File: config.mk
export PLATFORM = sky130hd
export DESIGN_NAME = mandelbrot_escape_iterator_unit
export DESIGN_NICKNAME = d
export VERILOG_FILES = /design/src/hdl/mei_pkg.sv /design/src/hdl/mandelbrot_escape_iterator_unit.sv /design/src/hdl/mei_front.sv /design/src/hdl/mei_mul.sv /design/src/hdl/mei_core.sv
export SDC_FILE = /design/constraint.sdc
export NUM_CORES = 2
export LEC_CHECK = 0
export BUFFER_PORTS_ARGS = -buffer_cell sky130_fd_sc_hd__buf_2
export CAP_MARGIN = 25
export CORE_MARGIN = 1.5
export CORE_UTILIZATION = 30
export CTS_BUF_LIST = sky130_fd_sc_hd__clkbuf_8
export DETAILED_ROUTE_END_ITERATION = 7
export PLACE_DENSITY = 0.57
export SLEW_MARGIN = 20
export SYNTH_ARGS = -nofsm -noshare
export SYNTH_HDL_FRONTEND = slang
export SYNTH_SLANG_ARGS = --single-unit
File: constraint.sdc
create_clock -name i_clk -period 7 [get_ports i_clk]
set_input_delay 0.35 -clock i_clk [delete_from_list [all_inputs] [get_ports i_clk]]
set_output_delay 0.35 -clock i_clk [all_outputs]
set_load 0.01 [all_outputs]
File: src/hdl/mei_pkg.sv
// shared constants, item type and width helper for the escape-time iterator
// no dependencies; imported by every module of the block
`timescale 1ns / 1ps

package mei_pkg;

    localparam int FRAC_BITS_DEF   = 28;
    localparam int C_W             = 32;
    localparam int CFG_W           = 16;
    localparam int CNT_W           = 17;
    localparam int DIGIT_W         = 16;
    localparam int QUEUE_DEPTH     = 2;
    // escape radius 2, so the limit on |z|^2 is 2^(2*(frac + 1))
    localparam int ESC_RADIUS_LOG2 = 1;

    localparam logic [CFG_W-1:0] MAX_ITER_RESET = CFG_W'(1024 - 1);

    typedef struct packed {
        logic signed [C_W-1:0] cx;
        logic signed [C_W-1:0] cy;
        logic                  far;
    } t_item;

    // bits of |z| after one update from a point inside the radius:
    // |z^2 term| <= 4 and |c| < 2^(C_W-1) lsb
    function automatic int mag_width(input int frac);
        logic [63:0] bound;
        bound = (64'd1 << (frac + 2)) + (64'd1 << (C_W - 1)) + 64'd1;
        return $clog2(bound);
    endfunction

endpackage

File: src/hdl/mandelbrot_escape_iterator_unit.sv
// escape-time iterator: one point per item, one result item per point.
// each step runs three multiplies of |z|, taken in 16-bit digits; a point with
// |cx| or |cy| > 2 skips the steps and is done with a count of one.
// one point iterates at a time; the input queue holds two more and the output
// register lets the next point start while a result waits.
// synchronous active-low reset clears control state, max_iterations to 1023.
`timescale 1ns / 1ps

module mandelbrot_escape_iterator_unit #(
    parameter int FRAC_BITS = mei_pkg::FRAC_BITS_DEF
) (
    input  logic                          i_clk,
    input  logic                          i_rst_n,
    input  logic                          i_in_valid,
    output logic                          o_in_stall,
    input  logic signed [mei_pkg::C_W-1:0] i_cx,
    input  logic signed [mei_pkg::C_W-1:0] i_cy,
    output logic                          o_out_valid,
    input  logic                          i_out_stall,
    output logic [mei_pkg::CNT_W-1:0]     o_iteration_count,
    output logic                          o_in_set,
    input  logic                          i_cfg_valid,
    output logic                          o_cfg_ready,
    input  logic [mei_pkg::CFG_W-1:0]     i_max_iterations
);
    import mei_pkg::*;

    localparam int MW = mag_width(FRAC_BITS);

    logic [CFG_W-1:0] r_max_iter;
    logic             w_item_valid;
    t_item            w_item;
    logic             w_pop;
    logic             w_mul_start;
    logic [MW-1:0]    w_mul_a;
    logic [MW-1:0]    w_mul_b;
    logic             w_mul_done;
    logic [2*MW-1:0]  w_mul_prod;

    assign o_cfg_ready = 1'b1;

    always_ff @(posedge i_clk) begin
        if (!i_rst_n) begin
            r_max_iter <= MAX_ITER_RESET;
        end else if (i_cfg_valid && o_cfg_ready) begin
            r_max_iter <= i_max_iterations;
        end
    end

    mei_front #(
        .FRAC_BITS (FRAC_BITS)
    ) u_front (
        .i_clk        (i_clk),
        .i_rst_n      (i_rst_n),
        .i_in_valid   (i_in_valid),
        .o_in_stall   (o_in_stall),
        .i_cx         (i_cx),
        .i_cy         (i_cy),
        .o_item_valid (w_item_valid),
        .o_item       (w_item),
        .i_pop        (w_pop)
    );

    mei_mul #(
        .MW (MW)
    ) u_mul (
        .i_clk   (i_clk),
        .i_rst_n (i_rst_n),
        .i_start (w_mul_start),
        .i_a     (w_mul_a),
        .i_b     (w_mul_b),
        .o_done  (w_mul_done),
        .o_prod  (w_mul_prod)
    );

    mei_core #(
        .FRAC_BITS (FRAC_BITS),
        .MW        (MW)
    ) u_core (
        .i_clk             (i_clk),
        .i_rst_n           (i_rst_n),
        .i_item_valid      (w_item_valid),
        .i_item            (w_item),
        .o_pop             (w_pop),
        .i_max_iter        (r_max_iter),
        .o_mul_start       (w_mul_start),
        .o_mul_a           (w_mul_a),
        .o_mul_b           (w_mul_b),
        .i_mul_done        (w_mul_done),
        .i_mul_prod        (w_mul_prod),
        .o_out_valid       (o_out_valid),
        .i_out_stall       (i_out_stall),
        .o_iteration_count (o_iteration_count),
        .o_in_set          (o_in_set)
    );

    // in-set flag agrees with the delivered count and the limit
    a_inset_matches_count: assert property (@(posedge i_clk) disable iff (!i_rst_n)
        o_out_valid |-> (o_in_set == (o_iteration_count > CNT_W'(r_max_iter))))
        else $error("in_set does not match iteration count");

    // count never stops before the first step nor runs past the limit plus one
    a_count_in_range: assert property (@(posedge i_clk) disable iff (!i_rst_n)
        o_out_valid |-> ((o_iteration_count != '0) &&
                         (o_iteration_count <= CNT_W'(r_max_iter) + CNT_W'(1))))
        else $error("iteration count out of range");

endmodule

File: src/hdl/mei_front.sv
// front end: takes points, flags points that surely escape on the first step,
// and queues them for the iterator; uses mei_pkg
`timescale 1ns / 1ps

module mei_front #(
    parameter int FRAC_BITS = mei_pkg::FRAC_BITS_DEF
) (
    input  logic                          i_clk,
    input  logic                          i_rst_n,
    input  logic                          i_in_valid,
    output logic                          o_in_stall,
    input  logic signed [mei_pkg::C_W-1:0] i_cx,
    input  logic signed [mei_pkg::C_W-1:0] i_cy,
    output logic                          o_item_valid,
    output mei_pkg::t_item                o_item,
    input  logic                          i_pop
);
    import mei_pkg::*;

    localparam int MW = mag_width(FRAC_BITS);
    localparam int ZW = MW + 1;
    localparam int QA = (QUEUE_DEPTH > 1) ? $clog2(QUEUE_DEPTH) : 1;
    localparam int QC = $clog2(QUEUE_DEPTH + 1);
    localparam logic [MW-1:0] FAR_LIM = MW'(1) << (FRAC_BITS + ESC_RADIUS_LOG2);
    localparam logic [QA-1:0] LAST_PTR = QA'(QUEUE_DEPTH - 1);
    localparam logic [QC-1:0] FULL_CNT = QC'(QUEUE_DEPTH);

    t_item             r_mem [QUEUE_DEPTH];
    logic [QA-1:0]     r_wr_ptr;
    logic [QA-1:0]     r_rd_ptr;
    logic [QC-1:0]     r_count;
    logic [QA-1:0]     n_wr_ptr;
    logic [QA-1:0]     n_rd_ptr;
    logic [QC-1:0]     n_count;
    logic signed [ZW-1:0] w_sx;
    logic signed [ZW-1:0] w_sy;
    logic signed [ZW-1:0] w_ax;
    logic signed [ZW-1:0] w_ay;
    logic              w_push;
    logic              w_pop;
    t_item             w_new;

    // |cx| or |cy| beyond 2 means |c|^2 > 4, so the first step already escapes
    assign w_sx = ZW'(i_cx);
    assign w_sy = ZW'(i_cy);
    assign w_ax = w_sx[ZW-1] ? -w_sx : w_sx;
    assign w_ay = w_sy[ZW-1] ? -w_sy : w_sy;

    assign w_new.cx  = i_cx;
    assign w_new.cy  = i_cy;
    assign w_new.far = (w_ax[MW-1:0] > FAR_LIM) || (w_ay[MW-1:0] > FAR_LIM);

    assign o_in_stall   = (r_count == FULL_CNT);
    assign o_item_valid = (r_count != '0);
    assign o_item       = r_mem[r_rd_ptr];

    assign w_push = i_in_valid && !o_in_stall;
    assign w_pop  = i_pop && o_item_valid;

    always_comb begin
        n_wr_ptr = r_wr_ptr;
        n_rd_ptr = r_rd_ptr;
        n_count  = r_count;
        if (w_push) begin
            n_wr_ptr = (r_wr_ptr == LAST_PTR) ? '0 : r_wr_ptr + QA'(1);
        end
        if (w_pop) begin
            n_rd_ptr = (r_rd_ptr == LAST_PTR) ? '0 : r_rd_ptr + QA'(1);
        end
        if (w_push && !w_pop) begin
            n_count = r_count + QC'(1);
        end else if (w_pop && !w_push) begin
            n_count = r_count - QC'(1);
        end
    end

    always_ff @(posedge i_clk) begin
        if (w_push) begin
            r_mem[r_wr_ptr] <= w_new;
        end
        if (!i_rst_n) begin
            r_wr_ptr <= '0;
            r_rd_ptr <= '0;
            r_count  <= '0;
        end else begin
            r_wr_ptr <= n_wr_ptr;
            r_rd_ptr <= n_rd_ptr;
            r_count  <= n_count;
        end
    end

endmodule

File: src/hdl/mei_mul.sv
// iterative unsigned multiplier, one 16-bit digit of b per cycle, msb first
// registered digit product before the accumulate; uses mei_pkg
`timescale 1ns / 1ps

module mei_mul #(
    parameter int MW = 32
) (
    input  logic            i_clk,
    input  logic            i_rst_n,
    input  logic            i_start,
    input  logic [MW-1:0]   i_a,
    input  logic [MW-1:0]   i_b,
    output logic            o_done,
    output logic [2*MW-1:0] o_prod
);
    import mei_pkg::*;

    localparam int PW  = 2 * MW;
    localparam int NCH = (MW + DIGIT_W - 1) / DIGIT_W;
    localparam int BW  = NCH * DIGIT_W;
    localparam int CW  = $clog2(NCH + 1);
    localparam int XW  = MW + DIGIT_W;
    localparam logic [CW-1:0] LAST = CW'(NCH);

    logic [MW-1:0] r_a;
    logic [BW-1:0] r_b;
    logic [XW-1:0] r_pp;
    logic [PW-1:0] r_acc;
    logic [CW-1:0] r_cnt;
    logic          r_busy;
    logic          r_done;

    assign o_done = r_done;
    assign o_prod = r_acc;

    always_ff @(posedge i_clk) begin
        if (i_start) begin
            r_a   <= i_a;
            r_b   <= BW'(i_b);
            r_acc <= '0;
        end else if (r_busy) begin
            if (r_cnt != LAST) begin
                r_pp <= XW'(r_a) * XW'(r_b[BW-1 -: DIGIT_W]);
                r_b  <= {r_b[BW-DIGIT_W-1:0], {DIGIT_W{1'b0}}};
            end
            // product of the previous digit joins the running sum
            if (r_cnt != '0) begin
                r_acc <= {r_acc[PW-DIGIT_W-1:0], {DIGIT_W{1'b0}}} + PW'(r_pp);
            end
        end

        if (!i_rst_n) begin
            r_busy <= 1'b0;
            r_done <= 1'b0;
            r_cnt  <= '0;
        end else begin
            r_done <= r_busy && (r_cnt == LAST);
            if (i_start) begin
                r_busy <= 1'b1;
                r_cnt  <= '0;
            end else if (r_busy) begin
                r_busy <= (r_cnt != LAST);
                r_cnt  <= r_cnt + CW'(1);
            end
        end
    end

endmodule

File: src/hdl/mei_core.sv
// back end: runs z = z*z + c on one point with the shared multiplier,
// counts steps and holds the result in an output register; uses mei_pkg
`timescale 1ns / 1ps

module mei_core #(
    parameter int FRAC_BITS = mei_pkg::FRAC_BITS_DEF,
    parameter int MW        = mei_pkg::mag_width(mei_pkg::FRAC_BITS_DEF)
) (
    input  logic                        i_clk,
    input  logic                        i_rst_n,
    input  logic                        i_item_valid,
    input  mei_pkg::t_item              i_item,
    output logic                        o_pop,
    input  logic [mei_pkg::CFG_W-1:0]   i_max_iter,
    output logic                        o_mul_start,
    output logic [MW-1:0]               o_mul_a,
    output logic [MW-1:0]               o_mul_b,
    input  logic                        i_mul_done,
    input  logic [2*MW-1:0]             i_mul_prod,
    output logic                        o_out_valid,
    input  logic                        i_out_stall,
    output logic [mei_pkg::CNT_W-1:0]   o_iteration_count,
    output logic                        o_in_set
);
    import mei_pkg::*;

    localparam int ZW = MW + 1;
    localparam int PW = 2 * MW;
    localparam int VW = PW + 2;
    localparam logic [PW:0] LIMIT = (PW + 1)'(1) << (2 * (FRAC_BITS + ESC_RADIUS_LOG2));

    typedef enum logic [2:0] {
        S_IDLE,
        S_UPD,
        S_MXX,
        S_MYY,
        S_MXY,
        S_TEST,
        S_DONE
    } t_state;

    t_state               r_state, n_state;
    logic signed [C_W-1:0] r_cx, n_cx;
    logic signed [C_W-1:0] r_cy, n_cy;
    logic signed [ZW-1:0] r_zx, n_zx;
    logic signed [ZW-1:0] r_zy, n_zy;
    logic signed [ZW-1:0] r_fx, n_fx;
    logic signed [ZW-1:0] r_fy, n_fy;
    logic [PW-1:0]        r_sx, n_sx;
    logic [PW-1:0]        r_sy, n_sy;
    logic [PW-1:0]        r_pxy, n_pxy;
    logic [CNT_W-1:0]     r_cnt, n_cnt;
    logic                 r_mstart, n_mstart;
    logic                 r_ovalid, n_ovalid;
    logic [CNT_W-1:0]     r_ocount, n_ocount;
    logic                 r_oinset, n_oinset;

    logic signed [ZW-1:0] w_absx;
    logic signed [ZW-1:0] w_absy;
    logic [MW-1:0]        w_magx;
    logic [MW-1:0]        w_magy;
    logic [PW:0]          w_sum;
    logic                 w_esc;
    logic [CNT_W-1:0]     w_cnt_inc;
    logic                 w_stop;
    logic [CNT_W-1:0]     w_max;
    logic                 w_pneg;
    logic signed [VW-1:0] w_two;
    logic signed [VW-1:0] w_vy;
    logic signed [VW-1:0] w_vx;
    logic signed [VW-1:0] w_vy_sh;
    logic signed [VW-1:0] w_vx_sh;
    logic                 w_out_free;

    assign w_absx = r_zx[ZW-1] ? -r_zx : r_zx;
    assign w_absy = r_zy[ZW-1] ? -r_zy : r_zy;
    assign w_magx = w_absx[MW-1:0];
    assign w_magy = w_absy[MW-1:0];

    // escape test on the squares of the freshly updated z
    assign w_sum     = {1'b0, r_sx} + {1'b0, r_sy};
    assign w_esc     = (w_sum > LIMIT);
    assign w_max     = CNT_W'(i_max_iter);
    assign w_cnt_inc = r_cnt + CNT_W'(1);
    assign w_stop    = w_esc || (w_cnt_inc > w_max);

    // floor scaling of 2*zx*zy and zx^2 - zy^2 for the next update
    assign w_pneg  = r_zx[ZW-1] ^ r_zy[ZW-1];
    assign w_two   = $signed({1'b0, r_pxy, 1'b0});
    assign w_vy    = w_pneg ? -w_two : w_two;
    assign w_vx    = $signed({2'b00, r_sx}) - $signed({2'b00, r_sy});
    assign w_vy_sh = w_vy >>> FRAC_BITS;
    assign w_vx_sh = w_vx >>> FRAC_BITS;

    assign w_out_free = !r_ovalid || !i_out_stall;

    assign o_pop             = (r_state == S_IDLE) && i_item_valid;
    assign o_mul_start       = r_mstart;
    assign o_out_valid       = r_ovalid;
    assign o_iteration_count = r_ocount;
    assign o_in_set          = r_oinset;

    always_comb begin
        unique case (r_state)
            S_MXX: begin
                o_mul_a = w_magx;
                o_mul_b = w_magx;
            end
            S_MYY: begin
                o_mul_a = w_magy;
                o_mul_b = w_magy;
            end
            default: begin
                o_mul_a = w_magx;
                o_mul_b = w_magy;
            end
        endcase
    end

    always_comb begin
        n_state  = r_state;
        n_cx     = r_cx;
        n_cy     = r_cy;
        n_zx     = r_zx;
        n_zy     = r_zy;
        n_fx     = r_fx;
        n_fy     = r_fy;
        n_sx     = r_sx;
        n_sy     = r_sy;
        n_pxy    = r_pxy;
        n_cnt    = r_cnt;
        n_mstart = 1'b0;
        n_ovalid = r_ovalid && i_out_stall;
        n_ocount = r_ocount;
        n_oinset = r_oinset;

        unique case (r_state)
            S_IDLE: begin
                if (i_item_valid) begin
                    n_cx = i_item.cx;
                    n_cy = i_item.cy;
                    n_fx = '0;
                    n_fy = '0;
                    if (i_item.far) begin
                        n_cnt   = CNT_W'(1);
                        n_state = S_DONE;
                    end else begin
                        n_cnt   = '0;
                        n_state = S_UPD;
                    end
                end
            end
            S_UPD: begin
                n_zx     = r_fx + ZW'(r_cx);
                n_zy     = r_fy + ZW'(r_cy);
                n_mstart = 1'b1;
                n_state  = S_MXX;
            end
            S_MXX: begin
                if (i_mul_done) begin
                    n_sx     = i_mul_prod;
                    n_mstart = 1'b1;
                    n_state  = S_MYY;
                end
            end
            S_MYY: begin
                if (i_mul_done) begin
                    n_sy     = i_mul_prod;
                    n_mstart = 1'b1;
                    n_state  = S_MXY;
                end
            end
            S_MXY: begin
                if (i_mul_done) begin
                    n_pxy   = i_mul_prod;
                    n_state = S_TEST;
                end
            end
            S_TEST: begin
                n_fx    = $signed(w_vx_sh[ZW-1:0]);
                n_fy    = $signed(w_vy_sh[ZW-1:0]);
                n_cnt   = w_cnt_inc;
                n_state = w_stop ? S_DONE : S_UPD;
            end
            S_DONE: begin
                if (w_out_free) begin
                    n_ovalid = 1'b1;
                    n_ocount = r_cnt;
                    n_oinset = (r_cnt > w_max);
                    n_state  = S_IDLE;
                end
            end
            default: begin
                n_state = S_IDLE;
            end
        endcase
    end

    always_ff @(posedge i_clk) begin
        r_cx     <= n_cx;
        r_cy     <= n_cy;
        r_zx     <= n_zx;
        r_zy     <= n_zy;
        r_fx     <= n_fx;
        r_fy     <= n_fy;
        r_sx     <= n_sx;
        r_sy     <= n_sy;
        r_pxy    <= n_pxy;
        r_cnt    <= n_cnt;
        r_ocount <= n_ocount;
        r_oinset <= n_oinset;
        if (!i_rst_n) begin
            r_state  <= S_IDLE;
            r_mstart <= 1'b0;
            r_ovalid <= 1'b0;
        end else begin
            r_state  <= n_state;
            r_mstart <= n_mstart;
            r_ovalid <= n_ovalid;
        end
    end

endmodule
Word level (Yosys, flattened, before mapping)

Memories as Yosys holds them, arrays and structs flattened. A register that Yosys moved wholly into a read port is not among the register bits.
Cells that the tools add are included.

Bits in writable memories: 130
Output and inout port bits: 21
Memories: 1
Bits in registers: 624
Logic and storage cells: 138
Input bits: 85

Memories:

| memory        | depth | bits a word | read ports | clocked after memory_dff | wr ports | line            | RTL |
|---|---|---|---|---|---|---|---|
| u_front.r_mem | 2     | 65          | 1          | 1                        | 1        | mei_front.sv:28 | `t_item r_mem [QUEUE_DEPTH];` |

$lt $le $gt $ge: 5
Reductions and logical operators: 34
Add/sub/neg operators: 16
Muxes and demuxes: 38
Bitwise gates (word level): 3
Multipliers: 1
Eq/ne operators: 14

Operator list:

| operator                | count |
|---|---|
| $mux W32                | 9 |
| $pmux W33 S2            | 2 |
| $neg A32 Y32            | 4 |
| $add A33 B32 Y33        | 2 |
| $add A64 B64 Y65        | 1 |
| $gt A65 B59 Y1 const B  | 1 |
| $add A64 B48 Y64        | 1 |
| $gt A32 B30 Y1 const B  | 2 |
| $mux W61                | 1 |
| $neg A61 Y61            | 1 |
| $sub A61 B61 Y61        | 1 |
| $mul A32 B16 Y48        | 1 |
| $gt A17 B16 Y1          | 2 |
| $pmux W17 S2            | 1 |
| $mux W33                | 1 |
| $mux W3                 | 7 |
| $pmux W3 S7             | 1 |
| $add A17 B1 Y17 const B | 1 |
| $mux W17                | 1 |
| $reduce_and A2 Y1       | 8 |
| $mux W1                 | 12 |
| $reduce_bool A2 Y1      | 6 |
| $eq A3 B3 Y1 const B    | 3 |
| $ne A2 B2 Y1 const B    | 4 |
| 18 further kinds        | 38 |

Depth between registers and ports, before layout

Depth after elaboration: 7
Mapped depth: 30
Depth with buffers taken out: 29

Hierarchy

From an unflattened synthesis, not the netlist that was laid out.

Cells, all modules: 5530
Area total of the unflattened synthesis: 57288.7 µm²

By module, submodules not included:

| module                          | seq. area each (µm²) | times used | cells each | area an instance (µm²) |
|---|---|---|---|---|
| mei_core                        | 12682.2              | 1          | 2514       | 26644.3 |
| mei_mul                         | 4724.5               | 1          | 2632       | 24459.7 |
| mei_front                       | 4003.8               | 1          | 331        | 5582.9 |
| mandelbrot_escape_iterator_unit | 320.3                | 1          | 53         | 601.8 |

Worst setup path before layout

Ideal clock, no wire load.

Path kind: reg2reg
From: register u_mul.r_b[21]
To: register u_mul.r_pp[46] (data pin)
Data arrival time: 6725 ps
Period minus slack after synthesis: 6988 ps
Setup time: 263 ps
Buffers on the path: 1
Stages on the path, launching flop included: 28
Required time: 6737 ps
Setup slack: 12 ps
Cell sequence: edfxtp_1 -> clkbuf_1 -> and2_1 -> fa_1 -> inv_1 -> fa_1 -> fa_1 -> fa_1 -> inv_1 -> fa_1 -> inv_1 -> fa_1 -> inv_1 -> ha_1 -> o211ai_1 -> and2_1 -> a2111oi_0 -> a21o_1 -> nand2_1 -> o31a_1 -> a211oi_1 -> o21ai_0 -> o21ai_0 -> and2_1 -> o21ai_0 -> a21oi_1 -> a311oi_1 -> xnor2_1

Word-level cells in the longest chain between the ends: 1

Ends and longest elaborated chain:

| what                   | line          | RTL |
|---|---|---|
| start, declared        | mei_mul.sv:26 | `logic [BW-1:0] r_b;` |
| start signal, assigned | mei_mul.sv:39 | `r_b <= BW'(i_b);` |
| start signal, assigned | mei_mul.sv:44 | `r_b <= {r_b[BW-DIGIT_W-1:0], {DIGIT_W{1'b0}}};` |
| $mul A32 B16 Y48       | mei_mul.sv:43 | `r_pp <= XW'(r_a) * XW'(r_b[BW-1 -: DIGIT_W]);` |
| end signal, assigned   | mei_mul.sv:43 |  |
| end, declared          | mei_mul.sv:27 | `logic [XW-1:0] r_pp;` |

No other way between the ends.
A chain may end at the register's enable or synchronous reset.

Worst setup path after layout

Ends and elaborated chain as after synthesis.

==> run_results.csv <==
group,metric,value,unit
run_status,status,"finished, violations left",
hold_path,hp-start,"i_cfg_valid",
timing,rsz0062_at_grt,"yes",
floorplan,die_w,437,microns
finish,stdcell_area,65700,sq um
logic_synthesis,avgSynthCellArea,10.2,sq um
clock_network,cts-htree-levels,4,
drt,drtPass1Iterations,5,
placed_design,placed_cell_area,61500,sq um
logic_synthesis,async_flop_share,0,
logic_synthesis,synth_top_area_frac,0.351,
logic_synthesis,synthTopCellsByArea,"edfxtp_1 (35%), fa_1 (15%), ha_1 (8.4%), inv_1 (4.4%), nand2_1 (4.3%)",
finish,final_cell_mix,"inv_1 (683), edfxtp_1 (661), nand2_1 (649), fa_1 (407), ha_1 (360)",
placed_design,dpl_worst_slack,-0.647,ns
finish,final_core_util,0.350,
logic_synthesis,synth_ff_type,"edfxtp_1",
drt,post-route-drc-count,0,
timing,whs,0.0921,ns
hold_path,hold_class,"in -> reg",
logic_synthesis,synthCells,5533,
global_routing,grt_max_degree,84,
clock_network,cts.sinks,755,
floorplan,die_area,191000,sq um
drt,drt_iter0_drc,3903,
floorplan,start_util,0.301,
global_routing,overflow,0,
critical_path,crit_arrival,7.61,ns
critical_path,worstPathRequired,7.61,ns
finish,area_growth_syn_to_layout,16.2,%
drt,wl_per_cell,20.8,microns
clock_network,root_buffer,"clkbuf_8",
drt,drtAntennaViolNets,0,
logic_synthesis,ys_ff_latch,755,
logic_synthesis,ys.warnings.count,0,
floorplan,fp-row-count,159,
global_routing,antenna_found_initial,11,
critical_path,critPathCaptureType,"flip-flop",
critical_path,worstReg2RegStart,"u_mul.r_b[21]",
floorplan,die_h,437,microns
timing,fin_crit_sh,1.00,
timing,layout_setup_ws,-0.00414,ns
critical_path,critical_path_class,"reg -> reg",
floorplan,coreArea,188000,sq um
clock_network,clk-insertion-delay-late,0.86,ns
clock_network,clkTransAtPathRegs,0.06,ns
timing,fin_skew,0.0642,ns
timing,period_needed,7.00,ns
logic_synthesis,synthDistinctLibCells,91,
global_routing,grt_pass1_wl,268,mm
clock_network,cts_buffers,134,
logic_synthesis,synth-edff-count,661,
placed_design,portBuffers,104,
logic_synthesis,ys_seq_area_frac,0.384,
finish,drive_above_1_share,0.130,
clock_network,cts_buffer_depth,3,
logic_synthesis,synthesis.nets,6418,
global_routing,grt_pass1_vias,43100,
logic_synthesis,yosys.area.top_type,"edfxtp_1",
placed_design,dp_hpwl,138,mm
timing,max_clock_freq,0.143,GHz
drt,dr_total_vias,42800,
finish,fin_nets,6796,
timing,setup_viol,1,
finish,fillerInstances,18800,
timing,hold_viol,0,
drt,drt-total-wl,177,mm
timing,worst_pin_slew,1.06,ns
floorplan,ioPinCount,106,
placed_design,globalplace.congestion,0.956,
critical_path,critPathLaunch,"u_mul.r_b[21]",
clock_network,cts_tree,"yes",
drt,vias_per_cell,5.03,
timing,slew_headroom,0.294,
run_status,violations,"negative setup slack",
logic_synthesis,netlist_area,56600,sq um
timing,report.final.slew_viol_count,0,
global_routing,grt_use_total,0.184,
finish,layout_commonest_cell,"inv_1",
critical_path,cp_max_fo,7,
run,cap_violations,0,
critical_path,startpoint_type,"flip-flop",
==> area by class of cell <==
| class | instances | area [sq um] | share of cell area |
|---|---|---|---|
| Inverter | 660 | 2480 | 0.0377 |
| Clock buffer | 144 | 1980 | 0.0302 |
| Multi-Input combinational cell | 3896 | 32100 | 0.488 |
| Clock inverter | 98 | 589 | 0.00897 |
| Tap cell | 2495 | 3120 | 0.0475 |
| Sequential cell | 755 | 21700 | 0.331 |
| Timing Repair Buffer | 464 | 3720 | 0.0567 |
| Antenna cell | 11 | 27.5 | 0.000419 |
==> registers in the layout (all words and copies together), names as in the netlist, 48 cells and up, named ones only <==
name           flops
u_core.r_pxy      60
u_front.r_mem    130
u_mul.o_prod      64
u_core.r_sy       64
u_core.r_sx       64
u_mul.r_pp        48
==> critical path: stages, from the launching register on <==
cell and delay [ns]:
edfxtp_1 0.44, buf_12 0.17, and2_4 0.15, fa_1 0.52
inv_2 0.05, fa_1 0.48, fa_1 0.53, inv_1 0.05
fa_1 0.47, fa_1 0.58, inv_2 0.05, fa_1 0.55
inv_2 0.05, ha_4 0.26, o211ai_1 0.09, and2_4 0.18
a2111oi_4 0.34, a21o_1 0.20, nand2_2 0.06, o31a_1 0.27
a211oi_2 0.32, o21ai_2 0.10, o21ai_1 0.15, and2_4 0.17
o21ai_2 0.05, a21oi_2 0.18, a311oi_2 0.12, xnor2_1 0.15
==> logic make-up after synthesis <==
group | count (synthesis) | synth area share
simple gates | 1757 | 0.152
compound gates | 946 | 0.107
buf+inv | 882 | 0.0587
fa+ha+maj | 800 | 0.233
flops | 755 | 0.384
xor+xnor | 279 | 0.0432
mux | 113 | 0.0214
other cells | 1 | 0.0000663
==> through the flow <==
stage           TNS, ns  instances
2_1_floorplan         0       5533
3_3_place_gp      -4.47       8158
3_5_place_dp      -3.71       8160
4_1_cts               0       8501
5_1_grt           -1.19       8520
6_report       -0.00414       8523
==> worst paths after layout <==
check | to | slack [ns] | depth (start not counted)
worst max-delay path | u_mul.r_pp[46] | -0.004 | 27
worst min-delay path | r_max_iter[5] | 0.09 | 2
worst max register to register | u_mul.r_pp[46] | -0.004 | 27
worst min register to register | u_core.r_sy[60] | 0.42 | 0
==> routing by layer <==
metal | GRT usage | up-vias | wire length, microns
li1 | - | 19800 | -
met1 | 0.248 | 21500 | 77300
met2 | 0.298 | 1323 | 82900
met3 | 0.0272 | 260 | 10100
met4 | 0.0662 | 4 | 6500
met5 | 0 | - | 28
==> synthesized netlist by cell type, drive strengths merged (66+ instances only) <==
| master | n |
|---|---|
| a21o | 71 |
| inv | 660 |
| nand3 | 94 |
| a21oi | 311 |
| dfxtp | 94 |
| ha | 378 |
| nor4 | 72 |
| o21ai | 182 |
| fa | 422 |
| edfxtp | 661 |
| nor2b | 80 |
| nand2 | 654 |
| nor3 | 66 |
| clkbuf | 211 |
| xnor2 | 145 |
| nor2 | 287 |
| and2 | 240 |
| xor2 | 134 |
==> timing repair <==
action,4_1_cts,5_1_grt
hold buffers,90,0
endpoints found under the hold margin,148,0
setup buffers,8,10
setup endpoints to repair,13,11
resized for setup,44,83
gates cloned,1,1
pin swaps,43,53
Power is not shown: default switching activity piles up to over one toggle a cycle in this logic, so the estimate is an artifact.
